## src/sledc_pkg.sv

```systemverilog
// Shared types and constants for the status LED blink and fade controller.
// Holds the item structs, operation and register codes, and the
// controller-to-datapath command and status structs. No dependencies.
`timescale 1ns / 1ps

package sledc_pkg;

   // Operation codes of an input item.
   localparam logic [2:0] OP_SET_STATIC = 3'd0;
   localparam logic [2:0] OP_STATIC_ON  = 3'd1;
   localparam logic [2:0] OP_STATIC_OFF = 3'd2;
   localparam logic [2:0] OP_BLINK_ONCE = 3'd3;
   localparam logic [2:0] OP_QUERY      = 3'd4;
   localparam logic [2:0] OP_TICK       = 3'd5;

   // Configuration register indexes.
   localparam logic [1:0] CSR_BRIGHTNESS = 2'd0;
   localparam logic [1:0] CSR_BLINK_LEN  = 2'd1;
   localparam logic [1:0] CSR_REFRESH    = 2'd2;

   // Register reset values.
   localparam logic [7:0]  BRIGHTNESS_RESET = 8'd255;
   localparam logic [15:0] BLINK_LEN_RESET  = 16'd200;
   localparam logic [15:0] REFRESH_RESET    = 16'd10;

   // Brightness codes with special meaning.
   localparam logic [7:0] LEVEL_FULL = 8'd255;
   localparam logic [7:0] LEVEL_OFF  = 8'd0;

   // Result kinds.
   localparam logic RESULT_PIXEL = 1'b0;
   localparam logic RESULT_QUERY = 1'b1;

   typedef struct packed {
      logic [2:0] operation;
      logic [2:0] led_index;
      logic       red_sel;
      logic       green_sel;
      logic       blue_sel;
      logic       usb_activity;
   } req_type;

   typedef struct packed {
      logic        result_kind;
      logic [2:0]  result_led;
      logic [23:0] pixel_color;
      logic        last_pixel;
      logic        static_red;
      logic        static_green;
      logic        static_blue;
      logic        blinking_red;
      logic        blinking_green;
      logic        blinking_blue;
   } rsp_type;

   // Commands from the controller to the datapath.
   typedef struct packed {
      logic load;           // capture the accepted item
      logic exec;           // execute a command or answer a query
      logic tick;           // advance the millisecond clock
      logic start_refresh;  // record refresh time and aim the LED pointer
      logic arm_usb;        // arm the blue blink on the USB LED
      logic timer_step;     // retire due timers of the current LED
      logic pixel_step;     // emit the pixel word of the current LED
   } cmd_type;

   // Status from the datapath to the controller.
   typedef struct packed {
      logic is_tick;
      logic is_query;
      logic refresh_due;
      logic usb_pending;
      logic last_led;
      logic out_free;
   } status_type;

endpackage

```

## src/status_led_blink_fade_controller.sv

```systemverilog
// Status LED blink and fade controller for NUM_LEDS RGB status LEDs. Commands
// set, OR in or clear static colours, arm a single blink per colour, or query
// one LED; a tick item advances the millisecond clock, and once per refresh
// period it retires due timers, arms a blue blink on the USB LED after USB
// activity, scales by brightness with fade, and emits one GRB item per LED.
// Queries and pixel items wait while the result side stalls; the controller
// walks the LEDs one at a time through a single LED pointer. Results wait
// in an output register, so the next item is taken while the last result
// is still pending.
`timescale 1ns / 1ps

module status_led_blink_fade_controller #(
   parameter int NUM_LEDS      = 8,
   parameter int USB_LED_INDEX = 5,
   parameter int TIME_BITS     = 32
) (
   input  logic                clock,
   input  logic                reset,
   input  logic                req_valid,
   output logic                req_ready,
   input  sledc_pkg::req_type  req_item,
   output logic                rsp_valid,
   input  logic                rsp_ready,
   output sledc_pkg::rsp_type  rsp_item,
   input  logic                csr_valid,
   output logic                csr_ready,
   input  logic [1:0]          csr_index,
   input  logic [15:0]         csr_data
);

   sledc_pkg::cmd_type    cmd;
   sledc_pkg::status_type status;

   // Configuration writes are always taken.
   assign csr_ready = 1'b1;

   sledc_ctrl u_ctrl (
      .clock     (clock),
      .reset     (reset),
      .req_valid (req_valid),
      .req_ready (req_ready),
      .status    (status),
      .cmd       (cmd)
   );

   sledc_datapath #(
      .NUM_LEDS      (NUM_LEDS),
      .USB_LED_INDEX (USB_LED_INDEX),
      .TIME_BITS     (TIME_BITS)
   ) u_datapath (
      .clock     (clock),
      .reset     (reset),
      .req_item  (req_item),
      .csr_valid (csr_valid),
      .csr_index (csr_index),
      .csr_data  (csr_data),
      .rsp_item  (rsp_item),
      .rsp_valid (rsp_valid),
      .rsp_ready (rsp_ready),
      .cmd       (cmd),
      .status    (status)
   );

endmodule

```

## src/sledc_ctrl.sv

```systemverilog
// Controller state machine of the status LED blink and fade controller.
// Sequences command execution and the per-LED refresh walk.
// Depends on sledc_pkg for the command and status structs.
`timescale 1ns / 1ps

module sledc_ctrl (
   input  logic                   clock,
   input  logic                   reset,
   input  logic                   req_valid,
   output logic                   req_ready,
   input  sledc_pkg::status_type  status,
   output sledc_pkg::cmd_type     cmd
);

   localparam logic [2:0] ST_IDLE   = 3'd0;
   localparam logic [2:0] ST_DECODE = 3'd1;
   localparam logic [2:0] ST_CHECK  = 3'd2;
   localparam logic [2:0] ST_USB    = 3'd3;
   localparam logic [2:0] ST_TIMER  = 3'd4;
   localparam logic [2:0] ST_PIXEL  = 3'd5;

   logic [2:0] state_ff;
   logic [2:0] state_in;

   assign req_ready = (state_ff == ST_IDLE);

   // Next state and command decode.
   always_comb begin
      state_in = state_ff;
      cmd      = '0;
      case (state_ff)
         ST_IDLE: begin
            if (req_valid) begin
               cmd.load = 1'b1;
               state_in = ST_DECODE;
            end
         end
         ST_DECODE: begin
            if (status.is_tick) begin
               cmd.tick = 1'b1;
               state_in = ST_CHECK;
            end else if (status.is_query) begin
               // A query answer waits for the output register to free up.
               if (status.out_free) begin
                  cmd.exec = 1'b1;
                  state_in = ST_IDLE;
               end
            end else begin
               cmd.exec = 1'b1;
               state_in = ST_IDLE;
            end
         end
         ST_CHECK: begin
            if (status.refresh_due) begin
               cmd.start_refresh = 1'b1;
               state_in = status.usb_pending ? ST_USB : ST_TIMER;
            end else begin
               state_in = ST_IDLE;
            end
         end
         ST_USB: begin
            cmd.arm_usb = 1'b1;
            state_in    = ST_TIMER;
         end
         ST_TIMER: begin
            cmd.timer_step = 1'b1;
            state_in       = ST_PIXEL;
         end
         ST_PIXEL: begin
            if (status.out_free) begin
               cmd.pixel_step = 1'b1;
               state_in       = status.last_led ? ST_IDLE : ST_TIMER;
            end
         end
         default: begin
            state_in = ST_IDLE;
         end
      endcase
   end

   always_ff @(posedge clock) begin
      if (reset) begin
         state_ff <= ST_IDLE;
      end else begin
         state_ff <= state_in;
      end
   end

endmodule

```

## src/sledc_datapath.sv

```systemverilog
// Datapath of the status LED blink and fade controller: LED state, timers,
// configuration registers, brightness and fade, and the output register.
// Depends on sledc_pkg; driven by sledc_ctrl through cmd_type.
`timescale 1ns / 1ps

module sledc_datapath #(
   parameter int NUM_LEDS      = 8,
   parameter int USB_LED_INDEX = 5,
   parameter int TIME_BITS     = 32
) (
   input  logic                   clock,
   input  logic                   reset,
   input  sledc_pkg::req_type     req_item,
   input  logic                   csr_valid,
   input  logic [1:0]             csr_index,
   input  logic [15:0]            csr_data,
   output sledc_pkg::rsp_type     rsp_item,
   output logic                   rsp_valid,
   input  logic                   rsp_ready,
   input  sledc_pkg::cmd_type     cmd,
   output sledc_pkg::status_type  status
);

   localparam int PTR_W = (NUM_LEDS > 1) ? $clog2(NUM_LEDS) : 1;
   localparam logic [PTR_W-1:0] USB_PTR = PTR_W'(USB_LED_INDEX % NUM_LEDS);
   localparam logic [PTR_W-1:0] LAST_PTR = PTR_W'(NUM_LEDS - 1);

   typedef logic [TIME_BITS-1:0] time_type;

   // Halve-down / double-up fade toward the wanted level.
   function automatic logic [7:0] fade(input logic [7:0] want, input logic [7:0] prev);
      logic [7:0] v;
      logic [8:0] prev2;
      begin
         v     = want;
         prev2 = {prev, 1'b0};
         if (v < prev) begin
            v = prev >> 1;
         end
         if (v != 8'd0 && prev == 8'd0) begin
            v = 8'd1;
         end else if (v > prev && {1'b0, v} > prev2) begin
            v = prev2[7:0];
         end
         return v;
      end
   endfunction

   // Item and pointer.
   sledc_pkg::req_type item_ff, item_in;
   logic [PTR_W-1:0]   ptr_ff, ptr_in;

   // LED state.
   logic [2:0] static_ff [NUM_LEDS];
   logic [2:0] static_in [NUM_LEDS];
   logic [2:0] blink_ff  [NUM_LEDS];
   logic [2:0] blink_in  [NUM_LEDS];
   time_type   on_ff     [NUM_LEDS][3];
   time_type   on_in     [NUM_LEDS][3];
   time_type   off_ff    [NUM_LEDS][3];
   time_type   off_in    [NUM_LEDS][3];
   logic [7:0] prev_ff   [NUM_LEDS][3];
   logic [7:0] prev_in   [NUM_LEDS][3];

   // Clock, refresh time and USB latch.
   time_type clock_ff, clock_in;
   time_type last_ff, last_in;
   logic     usb_ff, usb_in;

   // Configuration.
   logic [7:0]  bright_ff, bright_in;
   logic [15:0] len_ff, len_in;
   logic [15:0] period_ff, period_in;

   // Output register.
   sledc_pkg::rsp_type out_ff, out_in;
   logic               out_valid_ff, out_valid_in;

   // Working signals.
   logic       ok;
   logic       out_free;
   logic [2:0] sel;
   logic [2:0] arm_sel;
   time_type   now_plus_len;
   time_type   refresh_at;
   time_type   cur_on  [3];
   time_type   cur_off [3];
   time_type   arm_on  [3];
   logic [2:0] off_due;
   logic [2:0] on_due;
   logic [2:0] timer_bits;
   logic [2:0] pix_bits;
   logic [7:0] want [3];
   logic [7:0] lv   [3];

   assign ok           = (int'(item_ff.led_index) < NUM_LEDS);
   assign out_free     = !out_valid_ff || rsp_ready;
   assign sel          = {item_ff.blue_sel, item_ff.green_sel, item_ff.red_sel};
   assign arm_sel      = cmd.arm_usb ? 3'b100 : sel;
   assign now_plus_len = TIME_BITS'(clock_ff + TIME_BITS'(len_ff));
   assign refresh_at   = TIME_BITS'(last_ff + TIME_BITS'(period_ff));

   assign status.is_tick     = (item_ff.operation == sledc_pkg::OP_TICK);
   assign status.is_query    = (item_ff.operation == sledc_pkg::OP_QUERY);
   assign status.refresh_due = !(refresh_at > clock_ff);
   assign status.usb_pending = usb_ff;
   assign status.last_led    = (ptr_ff == LAST_PTR);
   assign status.out_free    = out_free;

   assign rsp_item  = out_ff;
   assign rsp_valid = out_valid_ff;

   // Per-colour timer views of the LED under the pointer.
   always_comb begin
      for (int c = 0; c < 3; c++) begin
         cur_on[c]  = on_ff[ptr_ff][c];
         cur_off[c] = off_ff[ptr_ff][c];
         // Arming a blink queues it behind a running one, else starts now.
         if (cur_off[c] != '0) begin
            arm_on[c] = TIME_BITS'(cur_off[c] + TIME_BITS'(len_ff));
         end else begin
            arm_on[c] = clock_ff;
         end
         off_due[c] = (cur_off[c] != '0) && (cur_off[c] < clock_ff);
         on_due[c]  = (cur_on[c] != '0) && (cur_on[c] < clock_ff);
      end
      timer_bits = (blink_ff[ptr_ff] & ~off_due) | on_due;
   end

   // Brightness scaling and fade for the LED under the pointer.
   always_comb begin
      pix_bits = static_ff[ptr_ff] | blink_ff[ptr_ff];
      for (int c = 0; c < 3; c++) begin
         want[c] = pix_bits[c] ? bright_ff : 8'd0;
         if (bright_ff == sledc_pkg::LEVEL_OFF) begin
            lv[c] = 8'd0;
         end else if (bright_ff == sledc_pkg::LEVEL_FULL) begin
            lv[c] = pix_bits[c] ? 8'd255 : 8'd0;
         end else begin
            lv[c] = fade(want[c], prev_ff[ptr_ff][c]);
         end
      end
   end

   // Next-state logic for all registers.
   always_comb begin
      item_in      = item_ff;
      ptr_in       = ptr_ff;
      static_in    = static_ff;
      blink_in     = blink_ff;
      on_in        = on_ff;
      off_in       = off_ff;
      prev_in      = prev_ff;
      clock_in     = clock_ff;
      last_in      = last_ff;
      usb_in       = usb_ff;
      bright_in    = bright_ff;
      len_in       = len_ff;
      period_in    = period_ff;
      out_in       = out_ff;
      out_valid_in = out_valid_ff && !rsp_ready;

      // Configuration writes.
      if (csr_valid) begin
         case (csr_index)
            sledc_pkg::CSR_BRIGHTNESS: bright_in = csr_data[7:0];
            sledc_pkg::CSR_BLINK_LEN:  len_in    = csr_data;
            sledc_pkg::CSR_REFRESH:    period_in = csr_data;
            default: begin
            end
         endcase
      end

      // Capture an accepted item; USB activity is latched on every item.
      if (cmd.load) begin
         item_in = req_item;
         ptr_in  = PTR_W'(req_item.led_index);
         usb_in  = usb_ff | req_item.usb_activity;
      end

      // Commands and queries.
      if (cmd.exec) begin
         case (item_ff.operation)
            sledc_pkg::OP_SET_STATIC: begin
               if (ok) static_in[ptr_ff] = sel;
            end
            sledc_pkg::OP_STATIC_ON: begin
               if (ok) static_in[ptr_ff] = static_ff[ptr_ff] | sel;
            end
            sledc_pkg::OP_STATIC_OFF: begin
               if (ok) static_in[ptr_ff] = static_ff[ptr_ff] & ~sel;
            end
            sledc_pkg::OP_BLINK_ONCE: begin
               if (ok) begin
                  for (int c = 0; c < 3; c++) begin
                     if (arm_sel[c] && cur_on[c] == '0) on_in[ptr_ff][c] = arm_on[c];
                  end
               end
            end
            sledc_pkg::OP_QUERY: begin
               out_in             = '0;
               out_in.result_kind = sledc_pkg::RESULT_QUERY;
               out_in.result_led  = item_ff.led_index;
               if (ok) begin
                  out_in.static_red     = static_ff[ptr_ff][0];
                  out_in.static_green   = static_ff[ptr_ff][1];
                  out_in.static_blue    = static_ff[ptr_ff][2];
                  out_in.blinking_red   = (cur_on[0] != '0) || (cur_off[0] != '0);
                  out_in.blinking_green = (cur_on[1] != '0) || (cur_off[1] != '0);
                  out_in.blinking_blue  = (cur_on[2] != '0) || (cur_off[2] != '0);
               end
               out_valid_in = 1'b1;
            end
            default: begin
            end
         endcase
      end

      // Millisecond tick.
      if (cmd.tick) begin
         clock_in = TIME_BITS'(clock_ff + TIME_BITS'(1));
      end

      // Start of a refresh run: aim at the USB LED if a blink must be armed.
      if (cmd.start_refresh) begin
         last_in = clock_ff;
         ptr_in  = usb_ff ? USB_PTR : '0;
      end

      // USB activity arms a blue blink on the USB LED.
      if (cmd.arm_usb) begin
         usb_in = 1'b0;
         ptr_in = '0;
         for (int c = 0; c < 3; c++) begin
            if (arm_sel[c] && cur_on[c] == '0) on_in[ptr_ff][c] = arm_on[c];
         end
      end

      // Retire due off timers, then due on timers, of the current LED.
      if (cmd.timer_step) begin
         blink_in[ptr_ff] = timer_bits;
         for (int c = 0; c < 3; c++) begin
            if (on_due[c]) begin
               on_in[ptr_ff][c]  = '0;
               off_in[ptr_ff][c] = now_plus_len;
            end else if (off_due[c]) begin
               off_in[ptr_ff][c] = '0;
            end
         end
      end

      // Emit the pixel word of the current LED and move to the next one.
      if (cmd.pixel_step) begin
         out_in             = '0;
         out_in.result_kind = sledc_pkg::RESULT_PIXEL;
         out_in.result_led  = 3'(ptr_ff);
         out_in.pixel_color = {lv[1], lv[0], lv[2]};
         out_in.last_pixel  = (ptr_ff == LAST_PTR);
         out_valid_in       = 1'b1;
         if (bright_ff != sledc_pkg::LEVEL_OFF && bright_ff != sledc_pkg::LEVEL_FULL) begin
            for (int c = 0; c < 3; c++) begin
               prev_in[ptr_ff][c] = lv[c];
            end
         end
         ptr_in = PTR_W'(ptr_ff + PTR_W'(1));
      end
   end

   // Control state with reset.
   always_ff @(posedge clock) begin
      if (reset) begin
         ptr_ff       <= '0;
         clock_ff     <= '0;
         last_ff      <= '0;
         usb_ff       <= 1'b0;
         bright_ff    <= sledc_pkg::BRIGHTNESS_RESET;
         len_ff       <= sledc_pkg::BLINK_LEN_RESET;
         period_ff    <= sledc_pkg::REFRESH_RESET;
         out_valid_ff <= 1'b0;
         for (int i = 0; i < NUM_LEDS; i++) begin
            static_ff[i] <= '0;
            blink_ff[i]  <= '0;
            for (int c = 0; c < 3; c++) begin
               on_ff[i][c]   <= '0;
               off_ff[i][c]  <= '0;
               prev_ff[i][c] <= '0;
            end
         end
      end else begin
         ptr_ff       <= ptr_in;
         clock_ff     <= clock_in;
         last_ff      <= last_in;
         usb_ff       <= usb_in;
         bright_ff    <= bright_in;
         len_ff       <= len_in;
         period_ff    <= period_in;
         out_valid_ff <= out_valid_in;
         static_ff    <= static_in;
         blink_ff     <= blink_in;
         on_ff        <= on_in;
         off_ff       <= off_in;
         prev_ff      <= prev_in;
      end
   end

   // Payload registers.
   always_ff @(posedge clock) begin
      item_ff <= item_in;
      out_ff  <= out_in;
   end

endmodule
```

## config.mk

```make
export PLATFORM = sky130hd
export DESIGN_NAME = status_led_blink_fade_controller
export DESIGN_NICKNAME = d
export VERILOG_FILES = /design/src/sledc_pkg.sv /design/src/status_led_blink_fade_controller.sv /design/src/sledc_ctrl.sv /design/src/sledc_datapath.sv
export SDC_FILE = /design/constraint.sdc
export NUM_CORES = 2
export LEC_CHECK = 0
export ABC_AREA = 0
export BUFFER_PORTS_ARGS = -buffer_cell sky130_fd_sc_hd__buf_2
export CORE_UTILIZATION = 30
export DETAILED_ROUTE_END_ITERATION = 10
export HOLD_SLACK_MARGIN = 0.12
export PLACE_DENSITY_LB_ADDON = 0.05
export RECOVER_POWER = 50
export SYNTH_ARGS = -nofsm -noshare
export SYNTH_HDL_FRONTEND = slang
export SYNTH_SLANG_ARGS = --single-unit
```

## constraint.sdc

```tcl
create_clock -name clock -period 7.1 [get_ports clock]
set_clock_uncertainty 0.05 [all_clocks]
set_input_delay 1.065 -clock clock [delete_from_list [all_inputs] [get_ports clock]]
set_output_delay 1.065 -clock clock [all_outputs]
set_load 0.02 [all_outputs]
```

After elaboration in Yosys (flattened, before gate mapping)

Index checks and enable logic that the tools add are counted.

Add/sub/neg operators: 7
$lt $le $gt $ge: 18
Bitwise operators: 18
Equal/unequal tests: 18
Reductions and logical operators: 57
Mux-type cells: 138

Operator list:

| operator                                      | count |
|---|---|
| two-way mux 768 bit                           | 29 |
| bitwise mux 768 bit                           | 9 |
| AND 768 bit                                   | 6 |
| inverter 768 bit                              | 3 |
| demux 96 bit (select 3 bit)                   | 3 |
| binary-select mux 96 bit (select 3 bit)       | 2 |
| bitwise mux 192 bit                           | 3 |
| two-way mux 96 bit                            | 5 |
| two-way mux 8 bit                             | 28 |
| demux 24 bit (select 3 bit)                   | 3 |
| less-than comparator 32 bit                   | 6 |
| nonzero test 32 bit                           | 6 |
| adder 32 x 16 -> 32 bit                       | 5 |
| two-way mux 32 bit                            | 4 |
| two-way mux 34 bit                            | 3 |
| bitwise mux 24 bit                            | 4 |
| logical NOT 32 bit                            | 3 |
| binary-select mux 24 bit (select 3 bit)       | 1 |
| two-way mux 24 bit                            | 3 |
| one-hot mux 24 bit (3 select lines)           | 1 |
| two-way mux 64 bit                            | 1 |
| two-way mux 3 bit                             | 19 |
| adder 32 x 1 -> 32 bit, second input constant | 1 |
| greater-than comparator 32 bit                | 1 |
| 40 further kinds                              | 107 |

Register bits: 1932
Bits of input ports: 33

Depth between registers and ports, before layout

Depth in word-level cells: 36
Gate-level depth with buffers: 35
Mapped depth without buffers: 23

Cells and area by module

A second synthesis with hierarchy kept.

Cells, all modules: 9219
Area, all modules: 91809.3 sq um

By module, submodules not included:

| module                           | cells each | instances | sequential area each (sq um) | area each (sq um) |
|---|---|---|---|---|
| sledc_datapath                   | 9182       | 1         | 38987.4                      | 91535.3 |
| sledc_ctrl                       | 35         | 1         | 60.1                         | 262.8 |
| status_led_blink_fade_controller | 2          | 1         | 0.0                          | 11.3 |

Worst setup path after synthesis

OpenSTA, ideal clock, no wires.

Path type: reg2reg
From: register u_datapath.ptr_ff[0]
To: register u_datapath.out_ff (netlist bit u_datapath.rsp_item[16]) (data pin)
Path buffers: 11
Required time: 6.778 ns
Arrival: 6.689 ns
Cell stages (with the launch flop): 32
Setup slack: 0.089 ns
Cell sequence: dfxtp_1 > buf_6 > buf_6 > buf_2 > buf_4 > buf_4 > buf_2 > buf_4 > buf_2 > buf_1 > mux2i_1 > o22ai_1 > a221oi_1 > ha_1 > and2_1 > a221o_1 > a311oi_1 > nand2_1 > clkbuf_1 > nand2_1 > o21ai_0 > ha_1 > and4_1 > nand4_1 > a2111o_1 > a221o_1 > o2111ai_1 > a211oi_1 > a21bo_2 > buf_2 > mux2i_1 > o21ai_0

RTL lines:

| item                   | RTL line              | text |
|---|---|---|
| from (decl)            | sledc_datapath.sv:51  | `logic [PTR_W-1:0] ptr_ff, ptr_in;` |
| from (signal assigned) | sledc_datapath.sv:290 | `ptr_ff <= ptr_in;` |
| to (signal assigned)   | sledc_datapath.sv:309 | `out_ff <= out_in;` |
| to (decl)              | sledc_datapath.sv:76  | `sledc_pkg::rsp_type out_ff, out_in;` |

Worst setup path in the final report

From: register u_datapath.ptr_ff[1]
To: register u_datapath.off_ff[366] in the netlist's numbering

Longest elaborated chain between the ends: 17

RTL lines:

| item                                                                                 | RTL line              | text |
|---|---|---|
| inverter 3 -> 4 bit (implied by the code) (*)                                        | n/a                   |  |
| parallel branches: the longest is 15 deep, another holds less-than comparator 32 bit | n/a                   |  |
| two-way mux 768 bit (*)                                                              | sledc_datapath.sv:243 | `if (on_due[c]) begin` |
| to (signal assigned)                                                                 | sledc_datapath.sv:301 | `off_ff <= off_in;` |
| to (decl)                                                                            | sledc_datapath.sv:60  | `time_type off_ff [NUM_LEDS][3];` |

Every way passes the cells marked *. The select of a mux whose other input is x is not followed.
A chain may end at the register's enable or synchronous reset.

==> flow_metrics.py <==
metrics = {
    "layout": {
        "layout.cells.most_common": "dfxtp_1",
        "final_cell_mix": "dfxtp_1 (1892), nor2_1 (855), a22o_1 (817)",
        "num-fill-cells": 30900,
        "nets": 10200,
        "area_growth_pct": 16.5,
        "drive_above_1_share": 0.150,
        "fin_util": 0.352,
    },
    "logic_synthesis": {
        "yosysSeqAreaShare": 0.425,
        "syn_area_per_cell_um2": 9.61,
        "synth_fp_nets": 9960,
        "async_flop_share": 0,
        "synthCells": 9555,
        "yosysUniqueCellTypes": 113,
        "synth-edff-count": 37,
        "synth_warnings": 0,
        "synth_ff_type": "dfxtp_1",
        "ys_ff_latch": 1932,
        "synthesis.area_mm2": 0.0919,
    },
    "critical_path": {
        "path_cells": "buf_4 > nor2b_4 > clkbuf_2 > buf_4 > a221o_1 > a21oi_1 > inv_1 > ha_1 > a211oi_1 > o21ai_0 > o211ai_1 > a21oi_1 > o31ai_1 > nand4b_1 > clkbuf_2 > nor3_1 > nor2_4 > clkbuf_4 > a22o_1",
        "crit_slowest_cell": "a21oi_1",
        "crit_cells": 19,
        "critPathKind": "flip-flop to flip-flop",
        "critical_path.top_delay_family": "compound AO/OA/AOI/OAI gates",
        "startpoint_type": "flip-flop",
        "max_stage_delay_ns": 0.95,
        "cp.arrival_ns": 7.72,
        "worstRegToRegCells": 19,
        "reg2reg_from": "u_datapath.ptr_ff[1]$_SDFFE_PP0P_",
        "r2r_slack_ns": 0.14,
        "rr_endpoint": "u_datapath.off_ff[366]$_SDFFE_PP0P_",
        "worstPathRequired_ns": 7.86,
        "end_kind": "flip-flop",
        "path_max_fanout": 32,
        "path_buf_inv": 6,
    },
    "status": {
        "violations": "capacitance limit, slew limit",
        "status": "finished with violations",
    },
    "timing": {
        "setup_tns_ns": 0,
        "final_max_slew_viol_count": 99,
        "worstMarginPinSlew_ns": 2.97,
        "period_share": 0.980,
        "setup_viol_count_final": 0,
        "hold_viol": 0,
        "max_freq_mhz": 144,
        "period_needed_ns": 6.96,
        "max_slew_margin": -0.989,
        "grt_setup_unrepaired": "no",
    },
    "detailed_routing": {
        "wl_per_cell_um": 35.8,
        "first_iter_violations": 9076,
        "routed_wl_um": 502000,
        "ant_nets": 0,
        "vias": 84100,
        "dr.pass1.iters": 8,
        "viasPerCell": 5.99,
        "drc": 0,
    },
    "floorplanning": {
        "rows": 202,
        "die_w_um": 555,
        "die_h_um": 555,
        "core_mm2": 0.304,
        "initial_core_util": 0.302,
        "io_pins": 71,
        "dieArea_mm2": 0.308,
    },
    "power_and_ir_drop": {
        "irDropWorstVdd_mv": 0.192,
        "p_leak_nw": 40.3,
        "power_density_mw_per_mm2": 247,
    },
    "clocking": {
        "clock_latency_ns": 0.96,
        "cts.sinks": 1932,
        "htreeDepth": 4,
        "cts_tree": "built",
        "clk_pin_slew_worst_paths_ns": 0.07,
        "cts_buffer_depth": 4,
        "cts_root_buf": "clkbuf_16",
        "cts_buffers": 228,
    },
    "global_route": {
        "grt_max_degree": 102,
        "grt_pass1_vias": 80000,
        "grt_use_total": 0.316,
        "grt_pass1_wl_um": 684000,
        "grt_overflow_total": 0,
        "antenna_found_initial": 45,
    },
    "place": {
        "port_buffers": 69,
        "place.gp.congestion": 0.949,
        "hpwlAfterDp_um": 346000,
    },
    "worst_hold_path": {
        "hold_class": "input pin to flip-flop",
        "min_from": "req_item[3]",
        "worstHoldPathCells": 1,
        "hold_path_end": "u_datapath.item_ff[3]$_DFFE_PP_",
    },
    "run": {
        "maxCapViolCount": 5,
    },
}
-- flip-flops by register name, summed over array words and instances (netlist names), 8 cells and up --
register              flops
u_datapath.last_ff       32
u_datapath.off_ff       768
u_datapath.rsp_item      35
u_datapath.static_ff     24
u_datapath.blink_ff      24
u_datapath.len_ff        16
u_datapath.clock_ff      32
u_datapath.prev_ff      192
u_datapath.item_ff        9
u_datapath.period_ff     16
u_datapath.on_ff        768
u_datapath.bright_ff      8
-- routing by layer --
layer  GRT usage  part of all wire  vias up  wire, um
met4       0.160             0.058        6     28900
met5           0          0.000084        -        42
met3      0.0446             0.070      858     35300
met2       0.489              0.44     4010    219000
li1            -                 -    36300         -
met1       0.426              0.43    42900    218000
-- layout make-up --
class	count	area [um^2]	area share
tap	4080	5100	0.0477
clock inverter	62	687	0.00642
antenna	21	52.6	0.000491
multi-input combinational	6614	48800	0.457
timing repair buffer	682	5320	0.0497
clock buffer	349	6810	0.0637
sequential	1932	39100	0.365
inverter	288	1090	0.0102
-- per-stage QoR --
step | cell area (um^2) | setup slack, ns | total power, mW | cells | hold slack (ns)
4_1_cts | 107000 | 0.182 | 26.6 | 14000 | 0.203
2_1_floorplan | 91900 | 0.0889 | 12.9 | 9555 | 0.367
6_report | 107000 | 0.139 | 26.5 | 14000 | 0.251
3_5_place_dp | 100000 | 0.206 | 14.6 | 13600 | 0.387
5_1_grt | 107000 | 0.0508 | 27.1 | 14000 | 0.236
3_3_place_gp | 100000 | 0.0369 | 14.6 | 13600 | 0.381
-- cells by family (layout without fill, tap and decap cells) --
| kind of cell | Yosys count | in the layout | share of synthesized area |
|---|---|---|---|
| adder cells (fa/ha/maj) | 372 | 372 | 0.0511 |
| AND/OR/NAND/NOR | 2341 | 2341 | 0.118 |
| multiplexers | 613 | 613 | 0.0928 |
| flip-flops | 1932 | 1932 | 0.425 |
| AO/OA/AOI/OAI | 3130 | 3130 | 0.248 |
| other | 1 | 22 | 0.0000408 |
| buffers and inverters | 1009 | 1381 | 0.0503 |
| XOR/XNOR | 157 | 157 | 0.0150 |
-- worst max path at each step --
stage	endpoint	start	slack, ns
detailed placement	u_datapath.on_ff[212]$_SDFF_PP0_	u_datapath.ptr_ff[2]$_SDFFE_PP0P_	0.21
global placement	u_datapath.on_ff[212]$_SDFF_PP0_	u_datapath.ptr_ff[1]$_SDFFE_PP0P_	0.04
floorplan	u_datapath.rsp_item[16]$_DFFE_PP_	u_datapath.ptr_ff[0]$_SDFFE_PP0P_	0.09
CTS	u_datapath.on_ff[308]$_SDFF_PP0_	u_datapath.ptr_ff[2]$_SDFFE_PP0P_	0.18
finish	u_datapath.off_ff[366]$_SDFFE_PP0P_	u_datapath.ptr_ff[1]$_SDFFE_PP0P_	0.14
global route	u_datapath.off_ff[475]$_SDFFE_PP0P_	u_datapath.ptr_ff[1]$_SDFFE_PP0P_	0.05
-- timing repair --
item | 4_1_cts | 5_1_grt
setup endpoints to repair | 0 | 79
setup buffers | 0 | 1
resized for setup | 0 | 3
hold buffers | 0 | 0
-- cell usage after synthesis, types with 75 or more instances --
cell type / count / area, um^2
a21oi_1: 671 / 3360
a221oi_1: 134 / 1170
a22o_1: 818 / 7160
a31oi_1: 131 / 820
buf_2: 185 / 926
clkbuf_1: 370 / 1390
dfxtp_1: 1895 / 37900
ha_1: 367 / 4590
inv_1: 278 / 1040
mux2_2: 140 / 1580
mux2i_1: 288 / 2880
mux4_2: 174 / 3920
nand2_1: 634 / 2380
nand3_1: 154 / 771
nand4_1: 75 / 469
nor2_1: 883 / 3310
nor3_1: 142 / 711
o21a_1: 89 / 668
o21ai_0: 388 / 1940
o2bb2ai_1: 83 / 727
o32ai_1: 106 / 928
xnor2_1: 125 / 1090
-- power by group --
part / leakage [nW] / switching (mW) / total (mW) / internal [mW]
Clock: 3.67 / 5.14 / 12.1 / 6.92
Sequential: 15.6 / 0.0401 / 10.9 / 10.9
Combinational: 21.0 / 2.54 / 3.46 / 0.922
Note: power is estimated with default switching activity, not from simulation.
